### config.mk
export PLATFORM = sky130hd
export DESIGN_NAME = fault_point_countdown_table_core
export DESIGN_NICKNAME = d
export VERILOG_FILES = /design/src/rtl/fpct_pkg.sv /design/src/rtl/fpct_ram.sv /design/src/rtl/fpct_update.sv /design/src/rtl/fault_point_countdown_table_core.sv
export SDC_FILE = /design/constraint.sdc
export NUM_CORES = 2
export LEC_CHECK = 0
export BUFFER_PORTS_ARGS = -buffer_cell sky130_fd_sc_hd__clkbuf_2
export CORE_ASPECT_RATIO = 2
export CORE_MARGIN = 2
export CORE_UTILIZATION = 48
export CTS_BUF_LIST = sky130_fd_sc_hd__clkbuf_4 sky130_fd_sc_hd__clkbuf_8 sky130_fd_sc_hd__clkbuf_16
export DETAILED_ROUTE_END_ITERATION = 8
export PLACE_DENSITY = 0.66
export REMOVE_ABC_BUFFERS = 1
export SETUP_SLACK_MARGIN = 0.1
export SYNTH_ARGS = -nofsm -noshare
export SYNTH_HDL_FRONTEND = slang
export SYNTH_SLANG_ARGS = --single-unit
### constraint.sdc
create_clock -name i_clk -period 7.5 [get_ports i_clk]
set_input_delay 1.125 -clock i_clk [delete_from_list [all_inputs] [get_ports i_clk]]
set_output_delay 1.125 -clock i_clk [all_outputs]
set_load 0.01 [all_outputs]
### src/rtl/fpct_pkg.sv
// ---------------------------------------------------------------------------
// fpct_pkg
// Shared types and constants for the fault point countdown table.
// ---------------------------------------------------------------------------
package fpct_pkg;

    localparam int POINTS = 32;
    localparam int PT_AW  = (POINTS > 1) ? $clog2(POINTS) : 1;

    typedef enum logic [1:0] {
        CMD_CHECK = 2'd0,
        CMD_ARM   = 2'd1,
        CMD_READ  = 2'd2,
        CMD_CLEAR = 2'd3
    } t_cmd;

    typedef enum logic {
        S_IDLE = 1'b0,
        S_LOOK = 1'b1
    } t_state;

    typedef struct packed {
        logic [1:0]  cmd;
        logic [7:0]  point;
        logic [31:0] passes_before_fail;
    } t_in;

    typedef struct packed {
        logic        fail_now;
        logic        point_ok;
        logic [31:0] attempt_count;
        logic [31:0] failure_count;
        logic [31:0] countdown_left;
        logic        is_armed;
    } t_out;

    typedef struct packed {
        logic [31:0] attempts;
        logic [31:0] failures;
        logic [31:0] countdown;
        logic        armed;
    } t_entry;

    localparam int ENTRY_W = $bits(t_entry);

endpackage

### src/rtl/fpct_ram.sv
// ---------------------------------------------------------------------------
// fpct_ram
// Generic single-write, single-read RAM with registered read data.
// ---------------------------------------------------------------------------
module fpct_ram #(
    parameter int WIDTH = 8,
    parameter int DEPTH = 16,
    parameter int AW    = (DEPTH > 1) ? $clog2(DEPTH) : 1
) (
    input  logic             i_clk,
    input  logic             i_wr_en,
    input  logic [AW-1:0]    i_wr_addr,
    input  logic [WIDTH-1:0] i_wr_data,
    input  logic             i_rd_en,
    input  logic [AW-1:0]    i_rd_addr,
    output logic [WIDTH-1:0] o_rd_data
);

    logic [WIDTH-1:0] r_mem [DEPTH];
    logic [WIDTH-1:0] r_rd_data;

    always_ff @(posedge i_clk) begin
        if (i_wr_en) begin
            r_mem[i_wr_addr] <= i_wr_data;
        end
        if (i_rd_en) begin
            r_rd_data <= r_mem[i_rd_addr];
        end
    end

    assign o_rd_data = r_rd_data;

endmodule

### src/rtl/fpct_update.sv
// ---------------------------------------------------------------------------
// fpct_update
// Modify stage: applies one command to an entry and forms the result.
// ---------------------------------------------------------------------------
module fpct_update
    import fpct_pkg::*;
(
    input  t_cmd        i_cmd,
    input  logic        i_point_ok,
    input  logic [31:0] i_passes,
    input  t_entry      i_entry,
    output t_entry      o_entry,
    output logic        o_wr_en,
    output t_out        o_result
);

    localparam logic [31:0] MAX32 = '1;

    t_entry w_next;
    logic   w_fail;

    always_comb begin
        w_next  = i_entry;
        w_fail  = 1'b0;
        o_wr_en = 1'b0;
        unique case (i_cmd)
            CMD_CHECK: begin
                o_wr_en = i_point_ok;
                if (i_entry.attempts != MAX32) begin
                    w_next.attempts = i_entry.attempts + 32'd1;
                end
                if (i_entry.armed) begin
                    if (i_entry.countdown != 32'd0) begin
                        w_next.countdown = i_entry.countdown - 32'd1;
                    end else begin
                        w_next.armed = 1'b0;
                        w_fail       = 1'b1;
                        if (i_entry.failures != MAX32) begin
                            w_next.failures = i_entry.failures + 32'd1;
                        end
                    end
                end
            end
            CMD_ARM: begin
                o_wr_en          = i_point_ok;
                w_next.countdown = i_passes;
                w_next.armed     = 1'b1;
            end
            CMD_READ: begin
            end
            CMD_CLEAR: begin
            end
            default: begin
            end
        endcase
    end

    assign o_entry = w_next;

    always_comb begin
        o_result          = '0;
        o_result.point_ok = i_point_ok;
        if (i_point_ok && (i_cmd != CMD_CLEAR)) begin
            o_result.fail_now       = w_fail;
            o_result.attempt_count  = w_next.attempts;
            o_result.failure_count  = w_next.failures;
            o_result.countdown_left = w_next.countdown;
            o_result.is_armed       = w_next.armed;
        end
    end

endmodule

### src/rtl/fault_point_countdown_table_core.sv
// ---------------------------------------------------------------------------
// fault_point_countdown_table_core
// Table of fault points held in one RAM; each command reads an entry, check and arm write it back.
//
//  channel | valid       | stall       | payload
//  --------+-------------+-------------+-----------------
//  in      | i_in_valid  | o_in_stall  | i_in_data  t_in
//  out     | o_out_valid | i_out_stall | o_out_data t_out
//
// Each transfer in runs as a RAM read, then a modify and write back.
// A result waits in the output register; the next command is taken meanwhile.
// Clear drops all per-entry valid flags at once; unwritten entries read zero.
// Reset clears the valid flags and control; no clearing pass.
// ---------------------------------------------------------------------------
module fault_point_countdown_table_core
    import fpct_pkg::*;
(
    input  logic i_clk,
    input  logic i_rst_n,
    input  logic i_in_valid,
    output logic o_in_stall,
    input  t_in  i_in_data,
    output logic o_out_valid,
    input  logic i_out_stall,
    output t_out o_out_data
);

    t_state r_state, n_state;
    t_in    r_in;
    t_out   r_out;
    logic   r_out_valid;
    logic [POINTS-1:0] r_valid;

    logic   w_take, w_commit, w_out_free, w_point_ok, w_wr_en;
    logic [PT_AW-1:0] w_addr;
    t_entry w_rd_data, w_entry, w_new_entry;
    t_out   w_result;

    assign w_out_free = !r_out_valid || !i_out_stall;
    assign w_addr     = r_in.point[PT_AW-1:0];
    assign w_point_ok = ({1'b0, r_in.point} < 9'(POINTS));

    always_comb begin
        n_state = r_state;
        unique case (r_state)
            S_IDLE: if (i_in_valid) n_state = S_LOOK;
            S_LOOK: if (w_out_free) n_state = S_IDLE;
            default: n_state = S_IDLE;
        endcase
    end

    always_comb begin
        o_in_stall = 1'b1;
        w_commit   = 1'b0;
        unique case (r_state)
            S_IDLE: o_in_stall = !i_rst_n;
            S_LOOK: w_commit   = w_out_free;
            default: begin
            end
        endcase
    end

    assign w_take = i_in_valid && !o_in_stall;

    fpct_ram #(
        .WIDTH (ENTRY_W),
        .DEPTH (POINTS)
    ) u_ram (
        .i_clk     (i_clk),
        .i_wr_en   (w_commit && w_wr_en),
        .i_wr_addr (w_addr),
        .i_wr_data (w_new_entry),
        .i_rd_en   (w_take),
        .i_rd_addr (i_in_data.point[PT_AW-1:0]),
        .o_rd_data (w_rd_data)
    );

    assign w_entry = r_valid[w_addr] ? w_rd_data : '0;

    fpct_update u_update (
        .i_cmd      (t_cmd'(r_in.cmd)),
        .i_point_ok (w_point_ok),
        .i_passes   (r_in.passes_before_fail),
        .i_entry    (w_entry),
        .o_entry    (w_new_entry),
        .o_wr_en    (w_wr_en),
        .o_result   (w_result)
    );

    always_ff @(posedge i_clk) begin
        if (!i_rst_n) begin
            r_state     <= S_IDLE;
            r_out_valid <= 1'b0;
            r_valid     <= '0;
        end else begin
            r_state <= n_state;
            if (w_commit) begin
                r_out_valid <= 1'b1;
            end else if (!i_out_stall) begin
                r_out_valid <= 1'b0;
            end
            if (w_commit) begin
                if (t_cmd'(r_in.cmd) == CMD_CLEAR) begin
                    r_valid <= '0;
                end else if (w_wr_en) begin
                    r_valid[w_addr] <= 1'b1;
                end
            end
        end
    end

    always_ff @(posedge i_clk) begin
        if (w_take) begin
            r_in <= i_in_data;
        end
        if (w_commit) begin
            r_out <= w_result;
        end
    end

    assign o_out_valid = r_out_valid;
    assign o_out_data  = r_out;

endmodule
==> results.tsv <==
metric	value	unit
dpl cell area	0.137	mm²
xor-xnor portion of the synthesized cell area	0.00289	
mux cell area share after synthesis	0.178	
total of max-cap violations	0	
Clock Latency Late Sink	0.88	ns
H-tree Lvls	5	
total power	37.4	mW
largest family of logic cells by synthesized area	multiplexers	
total CTS buffers	289	
post-route setup TNS	0	ns
final core occ	0.541	
Reg clk slew, reported paths	0.07	ns
f_max	154	MHz
Critical Path AT	6.99	ns
Hold WC Path Type	in -> reg	
Synth Area in Simple Gates	0.0231	
gr ovfl total	0	
clock period minus worst slack	6.50	ns
status	finished, final reports clean	
global-route wire length before repair	497000	µm
Leakage Power	45.6	nW
DR iter-0 viols	8889	
FF-to-FF setup slack	1.0	ns
cts repair resizes	0	
Die ar.	0.276	mm²
Cells after Synth	5655	
final-report hold violation count	0	
Sw Share	0.210	
period utilisation layout	0.867	
Gate power share	0.047	
vias in the first global route	64401	
Nets	6059	
critical path's largest stage delay	1.08	ns
ratio of cells with drive above 1 in the final layout	0.318	
Hold-fix buffers, CTS	0	
setup bufs post-CTS	0	
die height	741	µm
CTS root buffer	clkbuf_16	
Cell Area, Synth	0.130	mm²
die width	373	µm
Reg2Reg Capture Point	u_ram.r_mem[22][21]	
initial antenna violation count	10	
Int Power	29.6	mW
Synth cell types	71	
Reg power frac	0.561	
Required @ worst endpoint	7.98	ns
FF+latch count, synth	3376	
DRT Wirelength	357000	µm
Core Box Area	0.270	mm²
Worst path slowest cell	edfxtp_1	
final setup vio count	0	
Crit Path Max Fanout	32	
Max-slew headroom	0.0874	
worst slack, placed	1.14	ns
r2r startpoint	r_in[33]	
crit start category	register	
GRT Overall Usage	0.258	
Final Wtd Congestion	0.852	
CP Class	reg -> reg	
final clock skew	0.0519	ns
Setup crit end kind	register	
Compound-Gate Fraction of Synth Area	0.0117	
Post-Syn Area per Cell	23.1	µm²
Post-Layout Inst Area	0.146	mm²
CTS tree	done	
placed wire-length estimate	183000	µm
Primary FF master, synth	edfxtp_1	
Post-synth EDFFs	3342	
crit path setup slack, layout	0.996	ns
Power Density	256	mW/mm²
total clock sinks	3376	
Area Overhead vs Synth	12.2	%
post-synthesis adder-cell area fraction	0.000288	
vias per cell	6.57	
num ports	147	
vias	64176	
CP cell instances	mux2i_1, o221ai_1, a221oi_1, buf_4, nor2_4, nand2_1, ha_1, or4b_2, nor4_2, o41ai_2, buf_4, nor4b_1, mux2i_1, a21oi_2	
RSZ-0062 raised after global routing	false	
drt first pass iters	6	
Initial Utilization	0.483	
PortBufs	146	
yosys warns	0	
Worst Max-Slew Pin Slew	1.37	ns
Final ANT Viol Nets	0	
worst setup path endpoint	u_ram.r_mem[22][21]	
Slew Limit Fails	0	
crit path from	r_in[33]	
asr flop ratio synth	0	
Residual DRC	0	
Clk network pwr share	0.392	
sequential-to-total area share from yosys stat	0.775	
Max rail drop VDD	0.000181	V
wire length per cell after detailed routing	36.6	µm
Sw Pwr	7.85	mW
Clock Path Buffers	4	
row count	270	
worst reg-to-reg path cell count	14	
largest net degree at the start of global routing	110	
==> registers in the layout, indices dropped and copies added (netlist names) <==
name             flops
o_out_data          99
r_in                42
u_ram.o_rd_data     97
u_ram.r_mem       3104
o_out_valid          1
r_valid             32
r_state              1
==> worst min path at each step <==
stage                        endpoint  slack, ns           from  cells past startpoint
after global placement     r_valid[9]       0.45     r_valid[9]                      2
after global routing         r_in[20]       0.42  i_in_data[20]                      1
final                        r_in[20]       0.43  i_in_data[20]                      1
after CTS                    r_in[20]       0.38  i_in_data[20]                      1
after floorplan            r_valid[0]       0.44     r_valid[0]                      2
after detailed placement  r_valid[16]       0.46    r_valid[16]                      2
==> through the flow <==
stage / hold slack [ns] / std cells
after floorplan: 0.436 / 5360
after global placement: 0.448 / 9255
after detailed placement: 0.460 / 9255
after CTS: 0.377 / 9759
after global routing: 0.418 / 9760
final: 0.432 / 9762
==> cell usage after synthesis, types with 8 or more instances <==
| library cell | number | share of area |
|---|---|---|
| edfxtp_1 | 3342 | 0.77 |
| mux4_2 | 970 | 0.17 |
| clkbuf_1 | 213 | 0.0061 |
| nor2_1 | 189 | 0.0054 |
| nand2_1 | 102 | 0.0029 |
| mux2_2 | 99 | 0.0085 |
| a21oi_1 | 89 | 0.0034 |
| buf_1 | 71 | 0.0020 |
| nand3_1 | 48 | 0.0018 |
| nor3_1 | 45 | 0.0017 |
| nand4_1 | 39 | 0.0019 |
| dfxtp_1 | 34 | 0.0052 |
| o21ai_0 | 33 | 0.0013 |
| xnor2_1 | 27 | 0.0018 |
| nor4_1 | 26 | 0.0012 |
| inv_1 | 25 | 0.00072 |
| mux2i_1 | 24 | 0.0018 |
| or4_1 | 23 | 0.0013 |
| or3_1 | 21 | 0.0010 |
| and2_1 | 17 | 0.00082 |
| a211oi_1 | 16 | 0.00092 |
| xor2_1 | 16 | 0.0011 |
| and3_1 | 15 | 0.00072 |
| a22oi_1 | 12 | 0.00069 |
| o31ai_1 | 12 | 0.00069 |
| buf_2 | 10 | 0.00038 |
| and4_1 | 9 | 0.00060 |
| o221ai_1 | 9 | 0.00060 |
| nand2b_1 | 8 | 0.00038 |
| nor2b_1 | 8 | 0.00038 |
==> metal layers <==
layer / vias up / GRT usage / wire [µm]
met5: - / 0 / 7
met4: 2 / 0.0947 / 14500
met3: 685 / 0.0289 / 27100
met2: 3428 / 0.441 / 184000
met1: 35192 / 0.344 / 131000
li1: 24869 / - / -
==> critical path: cells and delay by family, from the launching register on <==
kind / cells / cell delay (ns)
AOI/OAI and AO/OA: 4 / 1.93
adders and majority gates: 1 / 0.20
and+or+nand+nor: 5 / 1.87
muxes: 2 / 0.48
DFF: 1 / 1.08
buffers and inverters: 2 / 0.49
==> cell type report <==
| type | instances | area [µm²] |
|---|---|---|
| diodes | 3 | 7.51 |
| clock buffers | 347 | 7790 |
| clock inverters | 157 | 1210 |
| fillers | 20139 | 124000 |
| inverters | 26 | 103 |
| multi-input cells | 1958 | 28600 |
| flip-flops and latches | 3376 | 101000 |
| well taps | 3536 | 4420 |
| repair buffers | 359 | 3050 |
==> layout by cell type (no fill, tap or decap), types with 16 or more instances in the layout <==
cell type,n
dfxtp_1,34
mux2i_1,23
xnor2_1,27
mux4_2,970
a21oi_2,18
or4_1,23
buf_4,160
nor4_1,24
nand4_1,39
o21ai_0,26
nand3_1,48
a21oi_1,70
xor2_1,16
clkinv_1,57
mux2_2,99
or3_1,20
nor3_1,43
clkbuf_2,141
clkbuf_16,296
buf_12,54
clkbuf_4,51
nor2_1,150
inv_1,24
edfxtp_1,3342
nand2_1,101
and2_1,17
nor2_4,35
clkinv_2,55
==> power by group through the flow <==
stage	registers (mW)	logic, mW	clock network (mW)
floorplan	21.4	0.943	0
global placement	21.4	1.73	0
detailed placement	21.4	1.77	0
CTS	21.0	1.77	14.8
global route	21.0	1.86	15.5
finish	21.0	1.75	14.7
==> cell families after synthesis <==
kind of cell	Yosys count
flip-flops	3376
multiplexers	1093
AND/OR/NAND/NOR	584
buffers and inverters	321
AO/OA/AOI/OAI	235
XOR/XNOR	43
adder cells (fa/ha/maj)	3
No activity file was read; power rests on OpenSTA's default activity.
